[config.mk]
export PLATFORM = sky130hd
export DESIGN_NAME = onewire_scratchpad_temp_decoder_unit
export DESIGN_NICKNAME = d
export VERILOG_FILES = /design/src/owsd_pkg.sv /design/src/owsd_div.sv /design/src/owsd_datapath.sv /design/src/owsd_ctrl.sv /design/src/onewire_scratchpad_temp_decoder_unit.sv
export VERILOG_INCLUDE_DIRS = /design/src /design/src/src
export SDC_FILE = /design/constraint.sdc
export NUM_CORES = 1
export LEC_CHECK = 0
export BUFFER_PORTS_ARGS = -buffer_cell sky130_fd_sc_hd__buf_2
export CORE_UTILIZATION = 45
export DETAILED_ROUTE_END_ITERATION = 7
export GPL_TIMING_DRIVEN = 1
export SKIP_LAST_GASP = 1
export SLEW_MARGIN = 10
export SYNTH_ARGS = -nofsm -noshare
export SYNTH_HDL_FRONTEND = slang
export SYNTH_HIERARCHICAL = 1
export SYNTH_SLANG_ARGS = --single-unit
[constraint.sdc]
create_clock -name clk -period 7.2 [get_ports clk]
set_input_delay 0 -clock clk [delete_from_list [all_inputs] [get_ports clk]]
set_output_delay 0 -clock clk [all_outputs]
set_load 0.05 [all_outputs]
[src/assert_macros.svh]
// assertion helpers shared by the decoder modules
// each macro expects signals named clk and rst in the enclosing module
`ifndef ASSERT_MACROS_SVH
`define ASSERT_MACROS_SVH
`ifndef SYNTHESIS
`define OWSD_ASSERT(lbl, prop, msg) \
  lbl: assert property (@(posedge clk) disable iff (rst) prop) else $error(msg);
`define OWSD_ASSERT_NEXT(lbl, trig, prop, msg) \
  lbl: assert property (@(posedge clk) disable iff (rst) trig |=> prop) else $error(msg);
`else
`define OWSD_ASSERT(lbl, prop, msg)
`define OWSD_ASSERT_NEXT(lbl, trig, prop, msg)
`endif
`endif

[src/owsd_pkg.sv]
package owsd_pkg;

  // sizing
  localparam int DEF_MAX_SENSORS = 16;
  localparam int DIV_STEPS       = 15;
  localparam int DIV_CNT_W       = $clog2(DIV_STEPS + 1);

  // scratchpad layout
  localparam logic [3:0] LAST_POS      = 4'd8;
  localparam logic [7:0] LEGACY_FAMILY = 8'h10;

  // resolution codes in configuration byte bits 6:5
  localparam logic [1:0] RES_9BIT  = 2'b00;
  localparam logic [1:0] RES_10BIT = 2'b01;
  localparam logic [1:0] RES_11BIT = 2'b10;

  // conversion constants
  localparam logic [15:0]        HALF_LSB_OFFSET = 16'd32;
  localparam logic signed [16:0] GLITCH_STEP     = 17'sd10;
  localparam logic [7:0]         CRC_POLY        = 8'h8C;

  // configuration register indexes and reset values
  localparam logic [7:0] CFG_GLITCH_EN  = 8'd0;
  localparam logic [7:0] CFG_CRC_LIMIT  = 8'd1;
  localparam logic [7:0] CRC_LIMIT_RST  = 8'd10;

  // controller to datapath
  typedef struct packed {
    logic take_byte;
    logic div_start;
    logic load_out;
  } owsd_cmd_t;

  // datapath to controller
  typedef struct packed {
    logic pos_last;
    logic conv_long;
    logic div_busy;
  } owsd_status_t;

  // one byte of the reflected crc-8
  function automatic logic [7:0] crc8_update(input logic [7:0] crc, input logic [7:0] b);
    logic [7:0] c;
    c = crc ^ b;
    for (int k = 0; k < 8; k++) begin
      if (c[0]) begin
        c = (c >> 1) ^ CRC_POLY;
      end else begin
        c = c >> 1;
      end
    end
    return c;
  endfunction

endpackage

[src/owsd_div.sv]
`include "assert_macros.svh"

module owsd_div
  import owsd_pkg::*;
(
  input  logic        clk,
  input  logic        rst,
  input  logic        start,
  input  logic [14:0] dividend,
  input  logic [7:0]  divisor,
  output logic        busy,
  output logic [14:0] quotient
);

  logic [DIV_CNT_W-1:0] count;
  logic [7:0]           rem;
  logic [7:0]           dvs;
  logic [14:0]          quo;
  logic [8:0]           shifted;
  logic [9:0]           trial;

  // one restoring step per cycle
  assign shifted = {rem, quo[14]};
  assign trial   = {1'b0, shifted} - {2'b00, dvs};

  // step counter
  always_ff @(posedge clk) begin
    if (rst) begin
      busy  <= 1'b0;
      count <= '0;
    end else if (start) begin
      busy  <= 1'b1;
      count <= DIV_CNT_W'(DIV_STEPS);
    end else if (busy) begin
      count <= count - 1'b1;
      if (count == DIV_CNT_W'(1)) begin
        busy <= 1'b0;
      end
    end
  end

  // remainder and quotient shift
  always_ff @(posedge clk) begin
    if (start) begin
      rem <= '0;
      quo <= dividend;
      dvs <= divisor;
    end else if (busy) begin
      rem <= trial[9] ? shifted[7:0] : trial[7:0];
      quo <= {quo[13:0], ~trial[9]};
    end
  end

  assign quotient = quo;

  `OWSD_ASSERT_NEXT(a_start_busy, start, busy, "divider did not go busy after start")
  `OWSD_ASSERT(a_rem_bound, (busy && dvs != 8'd0) |-> (rem < dvs), "partial remainder out of range")

endmodule

[src/owsd_datapath.sv]
`include "assert_macros.svh"

module owsd_datapath
  import owsd_pkg::*;
#(
  parameter int MAX_SENSORS = DEF_MAX_SENSORS
) (
  input  logic         clk,
  input  logic         rst,
  input  owsd_cmd_t    cmd,
  output owsd_status_t status,
  input  logic [7:0]   data_byte,
  input  logic [3:0]   device_index,
  input  logic [7:0]   family_code,
  input  logic         first_of_pass,
  input  logic         glitch_filter_enable,
  input  logic [7:0]   crc_error_limit,
  output logic [15:0]  temperature,
  output logic [3:0]   sensor_index,
  output logic         crc_ok,
  output logic         bus_reset_request
);

  localparam int IDX_W = (MAX_SENSORS > 1) ? $clog2(MAX_SENSORS) : 1;

  logic [3:0]  byte_position;
  logic [7:0]  crc_accumulator;
  logic [7:0]  scratch_store [0:7];
  logic [7:0]  crc_fail_count;
  logic [7:0]  fail_cleared;
  logic [7:0]  fail_next;
  logic        crc_match;

  logic        ok_r;
  logic        legacy_r;
  logic        bus_req_r;
  logic        div_neg;
  logic [3:0]  idx_r;

  logic [15:0]          previous_reading [0:MAX_SENSORS-1];
  logic [MAX_SENSORS-1:0] previous_valid;
  logic [15:0]          prev_rd;

  logic [IDX_W+3:0] rd_ext;
  logic [IDX_W+3:0] wr_ext;
  logic [IDX_W-1:0] rd_addr;
  logic [IDX_W-1:0] wr_addr;
  logic             in_range;

  logic [7:0]  cpc;
  logic [7:0]  cnt_rem;
  logic [8:0]  count_diff;
  logic [7:0]  diff_mag;
  logic        div_busy;
  logic [14:0] quotient;

  logic [15:0] raw;
  logic [15:0] frac_term;
  logic [15:0] legacy_base;
  logic [16:0] step_diff;
  logic        questionable;
  logic        hold_prev;
  logic [15:0] legacy_temp;
  logic [15:0] masked_raw;
  logic [15:0] modern_temp;
  logic        store_reading;

  // byte 8 handling on the accepting transfer
  assign crc_match    = (crc_accumulator == data_byte);
  assign fail_cleared = first_of_pass ? 8'd0 : crc_fail_count;

  always_comb begin
    if (byte_position != LAST_POS) begin
      fail_next = fail_cleared;
    end else if (crc_match) begin
      fail_next = 8'd0;
    end else if (fail_cleared != 8'hFF) begin
      fail_next = fail_cleared + 8'd1;
    end else begin
      fail_next = fail_cleared;
    end
  end

  // status towards the controller
  assign status.pos_last  = (byte_position == LAST_POS);
  assign status.conv_long = crc_match && (family_code == LEGACY_FAMILY);
  assign status.div_busy  = div_busy;

  // position, crc and failure counter
  always_ff @(posedge clk) begin
    if (rst) begin
      byte_position   <= '0;
      crc_accumulator <= '0;
      crc_fail_count  <= '0;
    end else if (cmd.take_byte) begin
      crc_fail_count <= fail_next;
      if (byte_position == LAST_POS) begin
        byte_position   <= '0;
        crc_accumulator <= '0;
      end else begin
        byte_position   <= byte_position + 4'd1;
        crc_accumulator <= crc8_update(crc_accumulator, data_byte);
      end
    end
  end

  // scratchpad capture and result fields latched on byte 8
  always_ff @(posedge clk) begin
    if (cmd.take_byte) begin
      if (byte_position != LAST_POS) begin
        scratch_store[byte_position[2:0]] <= data_byte;
      end else begin
        ok_r      <= crc_match;
        legacy_r  <= (family_code == LEGACY_FAMILY);
        idx_r     <= device_index;
        bus_req_r <= (fail_next > crc_error_limit);
      end
    end
  end

  // reading store addressing
  assign rd_ext   = {{IDX_W{1'b0}}, device_index};
  assign wr_ext   = {{IDX_W{1'b0}}, idx_r};
  assign rd_addr  = rd_ext[IDX_W-1:0];
  assign wr_addr  = wr_ext[IDX_W-1:0];
  assign in_range = ({28'd0, idx_r} < 32'(MAX_SENSORS));

  // count register divide, 128 * (cpc - cnt_rem) / cpc
  assign cpc        = scratch_store[7];
  assign cnt_rem    = scratch_store[6];
  assign count_diff = {1'b0, cpc} - {1'b0, cnt_rem};
  assign diff_mag   = count_diff[8] ? 8'(-count_diff) : count_diff[7:0];

  always_ff @(posedge clk) begin
    if (cmd.div_start) begin
      div_neg <= count_diff[8];
    end
  end

  owsd_div u_div (
    .clk      (clk),
    .rst      (rst),
    .start    (cmd.div_start),
    .dividend ({diff_mag, 7'd0}),
    .divisor  (cpc),
    .busy     (div_busy),
    .quotient (quotient)
  );

  // extended resolution formula and glitch hold
  assign raw         = {scratch_store[1], scratch_store[0]};
  assign frac_term   = (cpc == 8'd0) ? 16'd0 :
                       (div_neg ? 16'(-{1'b0, quotient}) : {1'b0, quotient});
  assign legacy_base = {raw[9:1], 7'd0} - HALF_LSB_OFFSET + frac_term;
  assign step_diff   = $signed({legacy_base[15], legacy_base}) -
                       $signed({prev_rd[15], prev_rd});
  assign questionable = (cnt_rem == 8'd0) || ($signed(count_diff) <= 9'sd1);
  assign hold_prev   = glitch_filter_enable && in_range && previous_valid[wr_addr] &&
                       questionable && ($signed(step_diff) > GLITCH_STEP);
  assign legacy_temp = hold_prev ? prev_rd : legacy_base;

  // resolution mask for the other families
  always_comb begin
    case (scratch_store[4][6:5])
      RES_9BIT:  masked_raw = raw & 16'hFFF8;
      RES_10BIT: masked_raw = raw & 16'hFFFC;
      RES_11BIT: masked_raw = raw & 16'hFFFE;
      default:   masked_raw = raw;
    endcase
  end
  assign modern_temp = {masked_raw[12:0], 3'd0};

  // previous reading memory, read on every byte, written with the result
  assign store_reading = cmd.load_out && ok_r && legacy_r && in_range;

  always_ff @(posedge clk) begin
    if (cmd.take_byte) begin
      prev_rd <= previous_reading[rd_addr];
    end
    if (store_reading) begin
      previous_reading[wr_addr] <= legacy_temp;
    end
  end

  always_ff @(posedge clk) begin
    if (rst) begin
      previous_valid <= '0;
    end else if (store_reading) begin
      previous_valid[wr_addr] <= 1'b1;
    end
  end

  // result fields
  assign temperature       = ok_r ? (legacy_r ? legacy_temp : modern_temp) : 16'd0;
  assign sensor_index      = idx_r;
  assign crc_ok            = ok_r;
  assign bus_reset_request = bus_req_r;

  `OWSD_ASSERT(a_pos_range, byte_position <= LAST_POS, "byte position past end of scratchpad")
  `OWSD_ASSERT_NEXT(a_good_crc_clears, cmd.take_byte && status.pos_last && crc_match,
                    crc_fail_count == 8'd0, "failure count not cleared on good crc")

endmodule

[src/owsd_ctrl.sv]
`include "assert_macros.svh"

module owsd_ctrl
  import owsd_pkg::*;
(
  input  logic         clk,
  input  logic         rst,
  input  logic         in_valid,
  output logic         in_ready,
  input  logic         out_free,
  input  owsd_status_t status,
  output owsd_cmd_t    cmd
);

  typedef enum logic [2:0] {
    ST_IDLE = 3'b001,
    ST_DIV  = 3'b010,
    ST_DONE = 3'b100
  } state_t;

  state_t state;
  state_t state_next;

  assign in_ready = (state == ST_IDLE);

  // sequencing of bytes, divide and result load
  always_comb begin
    state_next    = state;
    cmd.take_byte = 1'b0;
    cmd.div_start = 1'b0;
    cmd.load_out  = 1'b0;
    case (state)
      ST_IDLE: begin
        if (in_valid) begin
          cmd.take_byte = 1'b1;
          if (status.pos_last) begin
            if (status.conv_long) begin
              cmd.div_start = 1'b1;
              state_next    = ST_DIV;
            end else begin
              state_next = ST_DONE;
            end
          end
        end
      end
      ST_DIV: begin
        if (!status.div_busy) begin
          state_next = ST_DONE;
        end
      end
      ST_DONE: begin
        if (out_free) begin
          cmd.load_out = 1'b1;
          state_next   = ST_IDLE;
        end
      end
      default: begin
        state_next = ST_IDLE;
      end
    endcase
  end

  always_ff @(posedge clk) begin
    if (rst) begin
      state <= ST_IDLE;
    end else begin
      state <= state_next;
    end
  end

  `OWSD_ASSERT(a_load_free, cmd.load_out |-> out_free, "result loaded over an untaken transfer")

endmodule

[src/onewire_scratchpad_temp_decoder_unit.sv]
// Scratchpad decoder for 1-Wire temperature sensors. Bytes 0 to 8 of a
// scratchpad arrive as single transfers on the slave side; byte 8 (the CRC)
// produces one result transfer carrying the temperature in 1/128 degree
// units, the device index, the CRC verdict and a bus reset request. Device
// index and family code are taken from the transfer carrying byte 8. Bytes
// 0 to 7 are taken while the controller is idle. For a good 0x10 scratchpad,
// byte 8 also starts the 15-step restoring divider for the count remainder
// term, which a bad CRC or a non-0x10 family skips. After byte 8 the
// slave side stays low on tready until the result is in the output
// register, which frees as soon as the previous result is taken. The
// previous reading of each device lives in a small memory with valid bits
// cleared at reset, so no clearing pass is needed. Configuration writes
// (index 0 glitch filter enable, index 1 crc error limit) are always ready
// and must be issued only while no scratchpad is in progress.
module onewire_scratchpad_temp_decoder_unit
  import owsd_pkg::*;
#(
  parameter int MAX_SENSORS = DEF_MAX_SENSORS
) (
  input  logic        clk,
  input  logic        rst,
  input  logic        s_axis_tvalid,
  output logic        s_axis_tready,
  // data_byte [7:0], device_index [11:8], family_code [19:12], zero fill
  input  logic [23:0] s_axis_tdata,
  // first_of_pass [0]
  input  logic        s_axis_tuser,
  output logic        m_axis_tvalid,
  input  logic        m_axis_tready,
  // temperature [15:0], sensor_index [19:16], zero fill
  output logic [23:0] m_axis_tdata,
  // crc_ok [0], bus_reset_request [1]
  output logic [1:0]  m_axis_tuser,
  input  logic        cfg_valid,
  output logic        cfg_ready,
  input  logic [7:0]  cfg_index,
  input  logic [7:0]  cfg_data
);

  logic         glitch_filter_enable;
  logic [7:0]   crc_error_limit;
  owsd_cmd_t    cmd;
  owsd_status_t status;
  logic         out_free;
  logic [15:0]  temperature;
  logic [3:0]   sensor_index;
  logic         crc_ok;
  logic         bus_reset_request;

  // configuration registers
  assign cfg_ready = 1'b1;

  always_ff @(posedge clk) begin
    if (rst) begin
      glitch_filter_enable <= 1'b0;
      crc_error_limit      <= CRC_LIMIT_RST;
    end else if (cfg_valid) begin
      case (cfg_index)
        CFG_GLITCH_EN: glitch_filter_enable <= cfg_data[0];
        CFG_CRC_LIMIT: crc_error_limit      <= cfg_data;
        default: ;
      endcase
    end
  end

  owsd_ctrl u_ctrl (
    .clk      (clk),
    .rst      (rst),
    .in_valid (s_axis_tvalid),
    .in_ready (s_axis_tready),
    .out_free (out_free),
    .status   (status),
    .cmd      (cmd)
  );

  owsd_datapath #(
    .MAX_SENSORS (MAX_SENSORS)
  ) u_datapath (
    .clk                  (clk),
    .rst                  (rst),
    .cmd                  (cmd),
    .status               (status),
    .data_byte            (s_axis_tdata[7:0]),
    .device_index         (s_axis_tdata[11:8]),
    .family_code          (s_axis_tdata[19:12]),
    .first_of_pass        (s_axis_tuser),
    .glitch_filter_enable (glitch_filter_enable),
    .crc_error_limit      (crc_error_limit),
    .temperature          (temperature),
    .sensor_index         (sensor_index),
    .crc_ok               (crc_ok),
    .bus_reset_request    (bus_reset_request)
  );

  // output register, free when empty or being taken
  assign out_free = !m_axis_tvalid || m_axis_tready;

  always_ff @(posedge clk) begin
    if (rst) begin
      m_axis_tvalid <= 1'b0;
    end else if (cmd.load_out) begin
      m_axis_tvalid <= 1'b1;
    end else if (m_axis_tready) begin
      m_axis_tvalid <= 1'b0;
    end
  end

  always_ff @(posedge clk) begin
    if (cmd.load_out) begin
      m_axis_tdata <= {4'd0, sensor_index, temperature};
      m_axis_tuser <= {bus_reset_request, crc_ok};
    end
  end

endmodule
# Word-level counts from Yosys, hierarchy flattened

Memories as Yosys holds them, arrays and structs flattened. A register that Yosys moved wholly into a read port is not among the register bits.
Cells that the tools add are included.
Widths: inputs -> output; s select.

Bits of input ports: 46
Register bits: 115
Output and inout bits: 29
Memory bits (writable): 320
Logic and storage cells: 161
Memories: 2

Multiplexer cells: 72
Reduce and logical (&&, ||, !) cells: 21
Bitwise operators: 12
Equal/unequal tests: 16
Add/sub/neg operators: 10
$lt $le $gt $ge: 5

Memory list:

| memory                      | depth | width | read ports | clocked after memory_dff | write ports | RTL line            | RTL |
|---|---|---|---|---|---|---|---|
| u_datapath.previous_reading | 16    | 16    | 1          | 1                        | 1           | owsd_datapath.sv:40 | `logic [15:0] previous_reading [0:MAX_SENSORS-1];` |
| u_datapath.scratch_store    | 8     | 8     | 5          | 0                        | 1           | owsd_datapath.sv:28 | `logic [7:0] scratch_store [0:7];` |

Operators by type and width:

| operator              | number |
|---|---|
| $mux 8                | 36 |
| $mux 16               | 4 |
| $mux 15               | 2 |
| $logic_not 8->1       | 3 |
| $not 2->3             | 8 |
| $pmux 3 s3            | 2 |
| $gt 17x5->1 const B   | 1 |
| $sub 16x16->17        | 1 |
| $add 16x16->16        | 1 |
| $mux 1                | 16 |
| $neg 15->16           | 1 |
| $or 16x16->16         | 1 |
| $sub 16x6->16 const B | 1 |
| $mux 3                | 5 |
| $mux 4                | 3 |
| $sub 9x8->10          | 1 |
| $le 9x2->1 const B    | 1 |
| $sub 8x8->9           | 1 |
| $add 8x1->8 const B   | 1 |
| $eq 8x1->1 const B    | 1 |
| $eq 8x5->1 const B    | 1 |
| $eq 8x8->1            | 1 |
| $gt 8x8->1            | 1 |
| $ne 8x8->1 const B    | 1 |
| other kinds (27)      | 42 |

# Depth between registers and ports, before layout

Gate-level depths: netlist (run 1).

Depth after elaboration: 41
Mapped depth: 26
Depth with buffers taken out: 24

# Modules after synthesis

The synthesis (run 1) kept the hierarchy.

By module, submodules not included:

| module                               | cells an instance | times used | area an instance (um2) |
|---|---|---|---|
| owsd_datapath                        | 1122              | 1          | 16279.4 |
| owsd_div                             | 166               | 1          | 1866.8 |
| onewire_scratchpad_temp_decoder_unit | 75                | 1          | 1174.9 |
| owsd_ctrl                            | 20                | 1          | 182.7 |

# Worst setup path after synthesis (run 1)

No wires, ideal clock.

Kind: flip-flop to flip-flop
From: register u_datapath.u_div.quo[2] (netlist: u_datapath/u_div/quotient[2])
To: memory u_datapath.previous_reading[0][3], data pin
Stages on the path, launching flop included: 26
Arrival: 5.275 ns
Clock period less this slack: 5.605 ns
Data required time: 6.870 ns
Setup time: 0.330 ns
Setup slack: 1.595 ns
Cells stage by stage: edfxtp_1 -> nor2_1 -> nand3_1 -> or4_1 -> nand2_1 -> xnor2_1 -> nand2_1 -> ha_1 -> inv_1 -> ha_1 -> a21o_1 -> a21oi_1 -> o21ai_0 -> o41ai_1 -> o21ai_0 -> xnor2_2 -> ha_1 -> inv_1 -> a211oi_1 -> a211oi_1 -> nor4_4 -> nand3_2 -> o311ai_4 -> buf_6 -> o21ai_0 -> o21ai_0

Longest elaborated chain between the ends: 8

Ends and longest elaborated chain:

| item                          | RTL line             | RTL |
|---|---|---|
| start, declared               | owsd_div.sv:18       | `logic [14:0] quo;` |
| start signal, assigned        | owsd_div.sv:46       | `quo <= dividend;` |
| start signal, assigned        | owsd_div.sv:50       | `quo <= {quo[13:0], ~trial[9]};` |
| $neg 15->16                   | owsd_datapath.sv:153 | `(div_neg ? 16'(-{1'b0, quotient}) : {1'b0, quotient});` |
| $mux 16 (*)                   | owsd_datapath.sv:153 |  |
| $mux 16 (*)                   | owsd_datapath.sv:152 | `assign frac_term = (cpc == 8'd0) ? 16'd0 :` |
| $add 16x16->16 (*)            | owsd_datapath.sv:154 | `assign legacy_base = {raw[9:1], 7'd0} - HALF_LSB_OFFSET + frac_term;` |
| $sub 16x16->17                | owsd_datapath.sv:155 | `assign step_diff = $signed({legacy_base[15], legacy_base}) -` |
| $gt 17x5->1                   | owsd_datapath.sv:159 | `questionable && ($signed(step_diff) > GLITCH_STEP);` |
| $logic_and 1x1->1             | owsd_datapath.sv:159 |  |
| $mux 16 (*)                   | owsd_datapath.sv:160 | `assign legacy_temp = hold_prev ? prev_rd : legacy_base;` |
| via u_datapath.legacy_temp[3] | owsd_datapath.sv:63  | `logic [15:0] legacy_temp;` |
| end, declared                 | owsd_datapath.sv:40  |  |

The timed path passes the listed nets; every way through them passes the cells marked *.

# Final worst setup path (run 1)

From: register u_datapath.u_div.quo[2] (netlist: u_datapath/u_div/quotient[2])
To: memory u_datapath.previous_reading[5][15], data pin

Same word-level chain as after synthesis.

==> results_dict.tcl, run 1 <==
set metrics [dict create \
    critPathMaxFanout 16 \
    clk_path_buf_depth 3 \
    first_pass_iters 5 \
    syn-cell-area_um2 19500 \
    tightest_slew_ns 1.07 \
    areaGrowthSynthToFinish_pct 14.5 \
    synth_edf_count 356 \
    clkPwrFrac 0.411 \
    syn_inst 1383 \
    synth_top_family_by_area "multiplexers" \
    vdd_drop_max_v 0.000192 \
    start_kind "register" \
    rsz0062_at_grt "false" \
    vias 11700 \
    vias_per_cell 5.52 \
    report.final.slew_viol_count 0 \
    io_pins 75 \
    start_util 0.461 \
    hold_path_depth 1 \
    drc 0 \
    drive_gt1_frac 0.195 \
    die_area_um2 44200 \
    post-cts-setup-buffer-count 0 \
    post_synth.cell_area_avg_um2 14.1 \
    fin_total_pwr_mw 5.51 \
    ys_seq_area_frac 0.612 \
    p_sw_frac 0.236 \
    tritoncts "built" \
    max_cap_violations 0 \
    synthTopCellsByArea "edfxtp_1 55%, mux4_2 9.8%, dfxtp_1 6.4%" \
    nets 1621 \
    synth_top_area_share 0.548 \
    p_int_mw 4.21 \
    yosysTopAreaCell "edfxtp_1" \
    synthAdderAreaFrac 0.0458 \
    yosysWarnings 6 \
    rows 75 \
    setup_viol_count_final 0 \
    relSlewSlack 0.287 \
    end_kind "register" \
    clk_latency_ns 0.58 \
    grt_start_max_net_pins 66 \
    drt-wirelength-per-cell_um 20.8 \
    grtUsageTotal 0.203 \
    finalHoldViolCount 0 \
    fin_crit_sh 0.932 \
    dp_hpwl_mm 28.3 \
    numCtsBuffers 45 \
    synth-simple-area-share 0.0888 \
    final_util 0.528 \
    fin_hold_ws_ns 0.0371 \
    r2r_slack_ns 0.49 \
    rr_worst_depth 24 \
    routed_wl_mm 44.1 \
    root_buffer "clkbuf_16" \
    synth_xor_area_frac 0.0291 \
    grt_pass1_wl_mm 67.2 \
    combinationalPowerShare 0.100 \
    fin_ws_ns 0.491 \
    yosysMostFrequentCell "edfxtp_1" \
    routabilityCongestion 0.915 \
    cellLeakagePower_nw 7.99 \
    core_area_um2 42300 \
    synth-compound-area-share 0.0706 \
    clk_pin_slew_ns 0.06 \
    cts_sinks 418 \
    status "completed" \
    ant_nets 0 \
    synthFlopType "edfxtp_1" \
    chipHeight_um 210 \
    power.density_nw_per_um2 247 \
    htree_levels 2 \
    dpl_worst_slack_ns 0.592 \
    seq_power_share 0.490 \
    finalCriticalPeriod_ns 6.71 \
    yosys.cell_types.count 96 \
    switchingPower_mw 1.30 \
    drt_iter0_markers 1009 \
    fmax_ghz 0.149 \
    port-buffer-count 65 \
    synthArstFlopShare 0 \
    grt_pass1_vias 11400 \
    holdCritPathClass "input pin to register" \
    worstPathArrival_ns 7.00 \
    crit_type "register to register" \
    fin_worst_skew_ns 0.0180 \
    synth_seq_cells 418 \
    antenna_found_initial 0 \
    netlist_top_cells_count "356 x edfxtp_1, 132 x nor2_1, 96 x inv_1" \
    tns_ns 0 \
    gr-total-overflow 0 \
    diodes 0 \
    cp.required_ns 7.49 \
    muxShareOfSynthArea 0.120 \
    dieWidth_um 210 \
]
-- layer usage --
metal,up-vias,track usage,part of all wire,wire length [µm]
li1,5452,-,-,-
met1,5928,0.285,0.45,19900
met2,262,0.327,0.48,21100
met3,60,0.0276,0.048,2130
met4,0,0.0629,0.023,1000
met5,-,0,0,0
-- registers in the layout, summed over array words and instances (netlist names), 2 cells and up --
register,cells
u_datapath/previous_reading,256
u_datapath/scratch_store,31
m_axis_tdata,20
u_datapath/prev_rd,16
u_datapath/previous_valid,16
u_datapath/u_div/quotient,15
crc_error_limit,8
u_datapath/crc_accumulator,8
u_datapath/crc_fail_count,8
u_datapath/u_div/dvs,8
u_datapath/u_div/rem,8
u_datapath/byte_position,4
u_datapath/sensor_index,4
u_datapath/u_div/count,4
u_ctrl/state,3
m_axis_tuser,2
-- critical path: stages (launching register included) --
cell and delay, ns:
edfxtp_1 0.45, nor2_1 0.17, nand3_1 0.11, or4_1 0.47, nand2_1 0.11, xnor2_1 0.12, nand2_1 0.08, ha_1 0.29
inv_1 0.06, ha_1 0.29, a21o_1 0.16, a21oi_1 0.21, o21ai_0 0.17, o41ai_1 0.52, xnor2_1 0.24, ha_1 0.42
nor2b_1 0.07, a2111oi_0 0.32, and4bb_1 0.26, nand3_2 0.09, nor4_4 0.27, nand3_2 0.14, o311ai_4 0.68, o21ai_0 0.22
nand2_1 0.49
-- worst paths after layout --
check                          startpoint                                 end
max reg2reg  u_datapath/u_div/quotient[2]  u_datapath/previous_reading[5][15]
max          u_datapath/u_div/quotient[2]  u_datapath/previous_reading[5][15]
min                       s_axis_tdata[8]          u_datapath/sensor_index[0]
min reg2reg  u_datapath/bus_reset_request                     m_axis_tuser[1]
-- power by group through the flow --
stage | clock (mW) | combinational [mW] | sequential (mW)
floorplan | 0 | 0.419 | 2.74
global placement | 0 | 0.527 | 2.75
detailed placement | 0 | 0.535 | 2.75
CTS | 2.32 | 0.547 | 2.70
global route | 2.40 | 0.599 | 2.70
finish | 2.26 | 0.548 | 2.70
-- cell usage in the layout (no fill, tap or decap), types with 27 or more instances in the layout --
master / n
xor2_1: 27
a21oi_1: 48
buf_2: 64
nor2_1: 120
dlygate4sd3_1: 32
mux4_2: 85
dfxtp_1: 62
clkbuf_16: 45
xnor2_1: 36
inv_1: 96
nand2_1: 66
edfxtp_1: 356
o21ai_0: 44
ha_1: 65
-- per-stage QoR --
step	instance area [µm²]	instances
after floorplan	19500	1392
after global placement	20600	2004
after detailed placement	20600	2004
after CTS	22300	2119
after global routing	22300	2119
final	22300	2119
-- what timing repair did --
action / in CTS / in global routing
gates resized for setup: 0 / 0
endpoints found under the setup margin: 0 / 0
hold buffers: 32 / 0
hold endpoints to repair: 47 / 0
-- cell families after synthesis --
logic type / Yosys count
other: 3
DFF: 418
AOI/OAI and AO/OA: 205
xor gates and xnor gates: 64
buffers and inverters: 153
muxes: 125
and+or+nand+nor: 346
adders and majority gates: 69
-- layout make-up --
type | instances | area [µm²]
fillers | 3497 | 20000
flip-flops and latches | 418 | 11900
multi-input cells | 821 | 7010
clock buffers | 52 | 1160
repair buffers | 121 | 828
well taps | 577 | 722
inverters | 99 | 385
clock inverters | 31 | 293
No activity file was read; power rests on OpenSTA's default activity.
==> run 2, diff against run 1 <==
--- a/config.mk
+++ b/config.mk
@@ -6,7 +6,9 @@
 export SDC_FILE = /design/constraint.sdc
 export NUM_CORES = 1
 export LEC_CHECK = 0
+export ABC_AREA = 1
 export BUFFER_PORTS_ARGS = -buffer_cell sky130_fd_sc_hd__buf_2
+export CAP_MARGIN = 40
 export CORE_UTILIZATION = 45
 export DETAILED_ROUTE_END_ITERATION = 7
 export GPL_TIMING_DRIVEN = 1
==> results_dict.tcl, run 2 <==
set metrics [dict create \
    port-buffer-count 65 \
    synthTopCellsByArea "edfxtp_1 52%, nand2_1 6.3%, dfxtp_1 6.0%" \
    post_synth.cell_area_avg_um2 10.0 \
    chipHeight_um 216 \
    routed_wl_mm 49.1 \
    cpPeakStageDelay_ns 0.54 \
    switchingPower_mw 1.51 \
    first_pass_iters 5 \
    yosys.cell_types.count 54 \
    dieWidth_um 216 \
    grtUsageTotal 0.214 \
    yosysWarnings 6 \
    critPathMaxFanout 18 \
    fin_crit_sh 0.851 \
    drt-wirelength-per-cell_um 17.4 \
    areaGrowthSynthToFinish_pct 14.9 \
    drive_gt1_frac 0.106 \
    drt_iter0_markers 1052 \
    slowest_stage "and2_1" \
    yosysMostFrequentCell "edfxtp_1" \
    placed_cells 2694 \
    tritoncts "built" \
    diodes 0 \
    grt_pass1_vias 14200 \
    regMostFlops "u_datapath/previous_reading" \
    multiInputGateArea_um2 7250 \
    cellLeakagePower_nw 9.82 \
    end_kind "register" \
    relSlewSlack 0.458 \
    clk_latency_ns 0.59 \
    p_int_mw 4.38 \
    seq_power_share 0.468 \
    root_buffer "clkbuf_16" \
    synth_top_area_share 0.519 \
    finalNonFillerCells 2819 \
    final_area_um2 23700 \
    synth_seq_cells 418 \
    ant_nets 0 \
    vdd_drop_max_v 0.000220 \
    crit_top_cell "nand2_1" \
    fin_worst_skew_ns 0.0365 \
    cts_sinks 418 \
    final_common_cell "edfxtp_1" \
    gr-total-overflow 0 \
    status "completed" \
    vias_per_cell 5.16 \
    drc 0 \
    clk_pin_slew_ns 0.06 \
    finalCriticalPeriod_ns 6.13 \
    final_cell_mix "356 x edfxtp_1, 348 x nand2_1, 308 x inv_1" \
    combinationalPowerShare 0.136 \
    crit_type "register to register" \
    fin_hold_ws_ns 0.0975 \
    numCtsBuffers 45 \
    vias 14600 \
    ys_seq_area_frac 0.579 \
    nets 2300 \
    die_area_um2 46600 \
    routabilityCongestion 0.920 \
    clkPwrFrac 0.396 \
    tns_ns 0 \
    cp.required_ns 7.49 \
    setup_viol_count_final 0 \
    n_fill_cell 4034 \
    post-cts-setup-buffer-count 0 \
    power.density_nw_per_um2 249 \
    fmax_ghz 0.163 \
    core_area_um2 45300 \
    tightest_slew_ns 0.814 \
    rows 78 \
    synth_edf_count 356 \
    worstPathArrival_ns 6.42 \
    max_cap_violations 0 \
    grt_start_max_net_pins 95 \
    yosysTopAreaCell "edfxtp_1" \
    grt_pass1_wl_mm 77.6 \
    antenna_found_initial 0 \
    finalHoldViolCount 0 \
    p_sw_frac 0.256 \
    start_util 0.455 \
    start_kind "register" \
    dpl_cell_area_um2 21700 \
    rsz0062_at_grt "false" \
    largest_reg_flops 256 \
    io_pins 75 \
    seq_area_um2 11900 \
    syn_inst 2059 \
    synthFlopType "edfxtp_1" \
    holdCritPathClass "input pin to register" \
    htree_levels 2 \
    report.final.slew_viol_count 0 \
    clk_path_buf_depth 3 \
    syn-cell-area_um2 20600 \
    synthArstFlopShare 0 \
    netlist_top_cells_count "356 x edfxtp_1, 348 x nand2_1, 308 x inv_1" \
    dp_hpwl_mm 32.7 \
]
[run 2: cell types whose count changed after synthesis, sizes merged, moves of 27 or more]
| cell | previous run | this run |
|---|---|---|
| nor2 | 134 | 169 |
| mux2i | 22 | 64 |
| o21ai | 54 | 121 |
| inv | 97 | 315 |
| mux4 | 85 | 0 |
| a21oi | 49 | 132 |
| nand3 | 26 | 134 |
| nand2b | 27 | 0 |
| nand2 | 66 | 365 |
| o211ai | 6 | 66 |
[run 2: worst paths after layout]
check / startpoint / end / slack (ns) / cells after the start
setup / recovery: u_datapath/u_div/quotient[2] / u_datapath/previous_reading[0][15] / 1.07 / 29
hold / removal: s_axis_tdata[10] / u_datapath/sensor_index[2] / 0.1 / 2
setup reg to reg: u_datapath/u_div/quotient[2] / u_datapath/previous_reading[0][15] / 1.07 / 29
hold reg to reg: u_datapath/bus_reset_request / m_axis_tuser[1] / 0.45 / 0
[run 2: worst max-delay path: cells and delay by family, from the launching register on]
kind	cells	cell delay, ns
AND/OR/NAND/NOR	16	2.74
AO/OA/AOI/OAI	5	1.10
adder cells (fa/ha/maj)	3	1.05
flip-flops	1	0.45
buffers and inverters	4	0.31
XOR/XNOR	1	0.18
[run 2: logic make-up after synthesis]
logic type	count (synthesis)	synth area share
simple gates	739	0.159
flops	418	0.579
buf+inv	385	0.0726
compound gates	334	0.0933
fa+ha+maj	69	0.0434
mux	64	0.0311
xor+xnor	47	0.0210
other cells	3	0.000547
[run 2: timing repair]
action                                  in CTS  in global routing
hold buffers                                44                  0
hold endpoints to repair                    65                  0
endpoints found under the setup margin       0                  0
gates resized for setup                      0                  0
[run 2: layout make-up]
type                            instances  area share
Sequential cell                       418       0.504
Multi-Input combinational cell       1265       0.306
Inverter                              318      0.0504
Clock buffer                           53      0.0493
Timing Repair Buffer                  137      0.0436
Tap cell                              600      0.0317
Clock inverter                         28      0.0143
[run 2: power groups by stage]
| stage | registers [mW] | clock network, mW | logic, mW |
|---|---|---|---|
| after floorplan | 2.80 | 0 | 0.580 |
| after global placement | 2.80 | 0 | 0.769 |
| after detailed placement | 2.81 | 0 | 0.781 |
| after CTS | 2.76 | 2.39 | 0.798 |
| after global routing | 2.76 | 2.48 | 0.902 |
| final | 2.76 | 2.33 | 0.802 |
[run 2: metal layers]
layer	share of wire	vias up	track usage
met1	0.44	6920	0.276
met2	0.49	290	0.371
li1	-	7237	-
met4	0.029	0	0.0739
met3	0.038	104	0.0289
met5	0	-	0
[run 2: through the flow]
| stage | power, mW | util | setup WS, ns |
|---|---|---|---|
| floorplan | 3.38 | - | 2.39 |
| global placement | 3.57 | 0.478 | 1.23 |
| detailed placement | 3.59 | 0.480 | 1.19 |
| CTS | 5.95 | 0.523 | 1.15 |
| global route | 6.14 | 0.523 | 0.582 |
| finish | 5.89 | 0.523 | 1.07 |
==> run 3, diff against run 2 <==
--- a/config.mk
+++ b/config.mk
@@ -6,13 +6,11 @@
 export SDC_FILE = /design/constraint.sdc
 export NUM_CORES = 1
 export LEC_CHECK = 0
-export ABC_AREA = 1
 export BUFFER_PORTS_ARGS = -buffer_cell sky130_fd_sc_hd__buf_2
 export CAP_MARGIN = 40
 export CORE_UTILIZATION = 45
 export DETAILED_ROUTE_END_ITERATION = 7
 export GPL_TIMING_DRIVEN = 1
-export SKIP_LAST_GASP = 1
 export SLEW_MARGIN = 10
 export SYNTH_ARGS = -nofsm -noshare
 export SYNTH_HDL_FRONTEND = slang
==> results_dict.tcl, run 3 (same netlist as run 1, synthesis figures left out) <==
set metrics [dict create \
    antenna_found_initial 1 \
    combinationalPowerShare 0.101 \
    vdd_drop_max_v 0.000202 \
    io_pins 75 \
    max_cap_violations 0 \
    vias_per_cell 5.55 \
    r2r-start "u_datapath/u_div/quotient[2]" \
    power.density_nw_per_um2 245 \
    vias 11800 \
    numCtsBuffers 46 \
    grt_pass1_vias 11500 \
    clk_latency_ns 0.61 \
    fin_hold_ws_ns 0.0152 \
    clk_path_buf_depth 3 \
    drt_iter0_markers 921 \
    ant_nets 0 \
    seq_area_um2 11900 \
    regMostFlops "u_datapath/previous_reading" \
    htree_levels 2 \
    routabilityCongestion 0.915 \
    diodes 0 \
    fmax_ghz 0.151 \
    switchingPower_mw 1.33 \
    multiInputGateArea_um2 7010 \
    tns_ns 0 \
    root_buffer "clkbuf_16" \
    gr-total-overflow 0 \
    rows 75 \
    largest_reg_flops 256 \
    start_kind "register" \
    holdCritPathClass "input pin to register" \
    fin_crit_sh 0.919 \
    final_common_cell "edfxtp_1" \
    areaGrowthSynthToFinish_pct 14.8 \
    status "completed" \
    nets 1627 \
    dieWidth_um 210 \
    grt_start_max_net_pins 47 \
    worstPathArrival_ns 6.93 \
    fin_worst_skew_ns 0.0412 \
    n_fill_cell 3507 \
    tritoncts "built" \
    chipHeight_um 210 \
    crit_type "register to register" \
    worstSetupStartpoint "u_datapath/u_div/quotient[2]" \
    cellLeakagePower_nw 8.02 \
    drt-wirelength-per-cell_um 20.9 \
    drc 0 \
    port-buffer-count 65 \
    tightest_slew_ns 0.853 \
    finalHoldViolCount 0 \
    grt_pass1_wl_mm 67.8 \
    setup_viol_count_final 0 \
    clk_pin_slew_ns 0.06 \
    p_int_mw 4.16 \
    p_sw_frac 0.242 \
    die_area_um2 44200 \
    rsz0062_at_grt "false" \
    finalCriticalPeriod_ns 6.61 \
    cp.required_ns 7.52 \
    routed_wl_mm 44.4 \
    clkPwrFrac 0.407 \
    worstHoldStart "s_axis_tdata[8]" \
    final_cell_mix "356 x edfxtp_1, 120 x nor2_1, 96 x inv_1" \
    end_kind "register" \
    grtUsageTotal 0.205 \
    seq_power_share 0.491 \
    report.final.slew_viol_count 0 \
    post-cts-setup-buffer-count 0 \
    core_area_um2 42300 \
    critPathMaxFanout 16 \
    final_util 0.529 \
    fin_total_pwr_mw 5.49 \
    dp_hpwl_mm 28.5 \
    cts_sinks 418 \
    first_pass_iters 5 \
    relSlewSlack 0.430 \
    drive_gt1_frac 0.197 \
    start_util 0.461 \
]
run 3: power by group through the flow:
stage | clock network (mW) | logic (mW) | registers [mW]
CTS | 2.31 | 0.555 | 2.70
floorplan | 0 | 0.419 | 2.74
global placement | 0 | 0.527 | 2.75
global route | 2.39 | 0.609 | 2.70
finish | 2.24 | 0.557 | 2.70
detailed placement | 0 | 0.538 | 2.75
run 3: final cells by class:
cell class              count  share of cell area
clock buffers              54              0.0527
inverters                  99              0.0172
repair buffers            126              0.0402
flip-flops and latches    418               0.533
well taps                 577              0.0322
multi-input cells         821               0.313
clock inverters            28              0.0117
run 3: worst paths after layout:
check	end	cells past startpoint	slack, ns
max	u_datapath/previous_reading[13][15]	24	0.59
max reg2reg	u_datapath/previous_reading[13][15]	24	0.59
min	u_datapath/sensor_index[0]	1	0.02
min reg2reg	m_axis_tuser[1]	0	0.42
run 3: metal layers:
metal	up-vias	track usage	wire length [µm]
met5	-	0	7
met4	2	0.0634	921
met3	64	0.0332	2040
met2	256	0.331	21300
met1	5993	0.285	20100
li1	5465	-	-
run 3: worst max-delay path: stages (launching register included):
cell,delay (ns)
edfxtp_1,0.44
nor2_1,0.18
nand3_1,0.12
or4_1,0.48
nand2_1,0.11
xnor2_1,0.12
nand2_1,0.08
ha_1,0.29
inv_1,0.07
ha_1,0.29
a21o_1,0.16
a21oi_1,0.21
o21ai_0,0.15
o41ai_1,0.46
xnor2_1,0.22
ha_1,0.42
nand2_1,0.09
o21a_1,0.21
a211oi_1,0.24
a211oi_1,0.13
nor4_4,0.34
nand4_1,0.18
a21oi_2,0.62
o21ai_0,0.25
nand2_1,0.50
run 3: repair_timing:
item | CTS | global route
resized for setup | 0 | 0
hold buffers | 34 | 0
hold endpoints to repair | 82 | 0
run 3: per-stage QoR:
stage	area (µm²)	setup WS, ns	cells
3_5_place_dp	20600	0.628	2007
3_3_place_gp	20600	0.799	2004
2_1_floorplan	19500	1.59	1392
6_report	22400	0.587	2123
4_1_cts	22400	0.610	2123
5_1_grt	22400	0.0699	2123
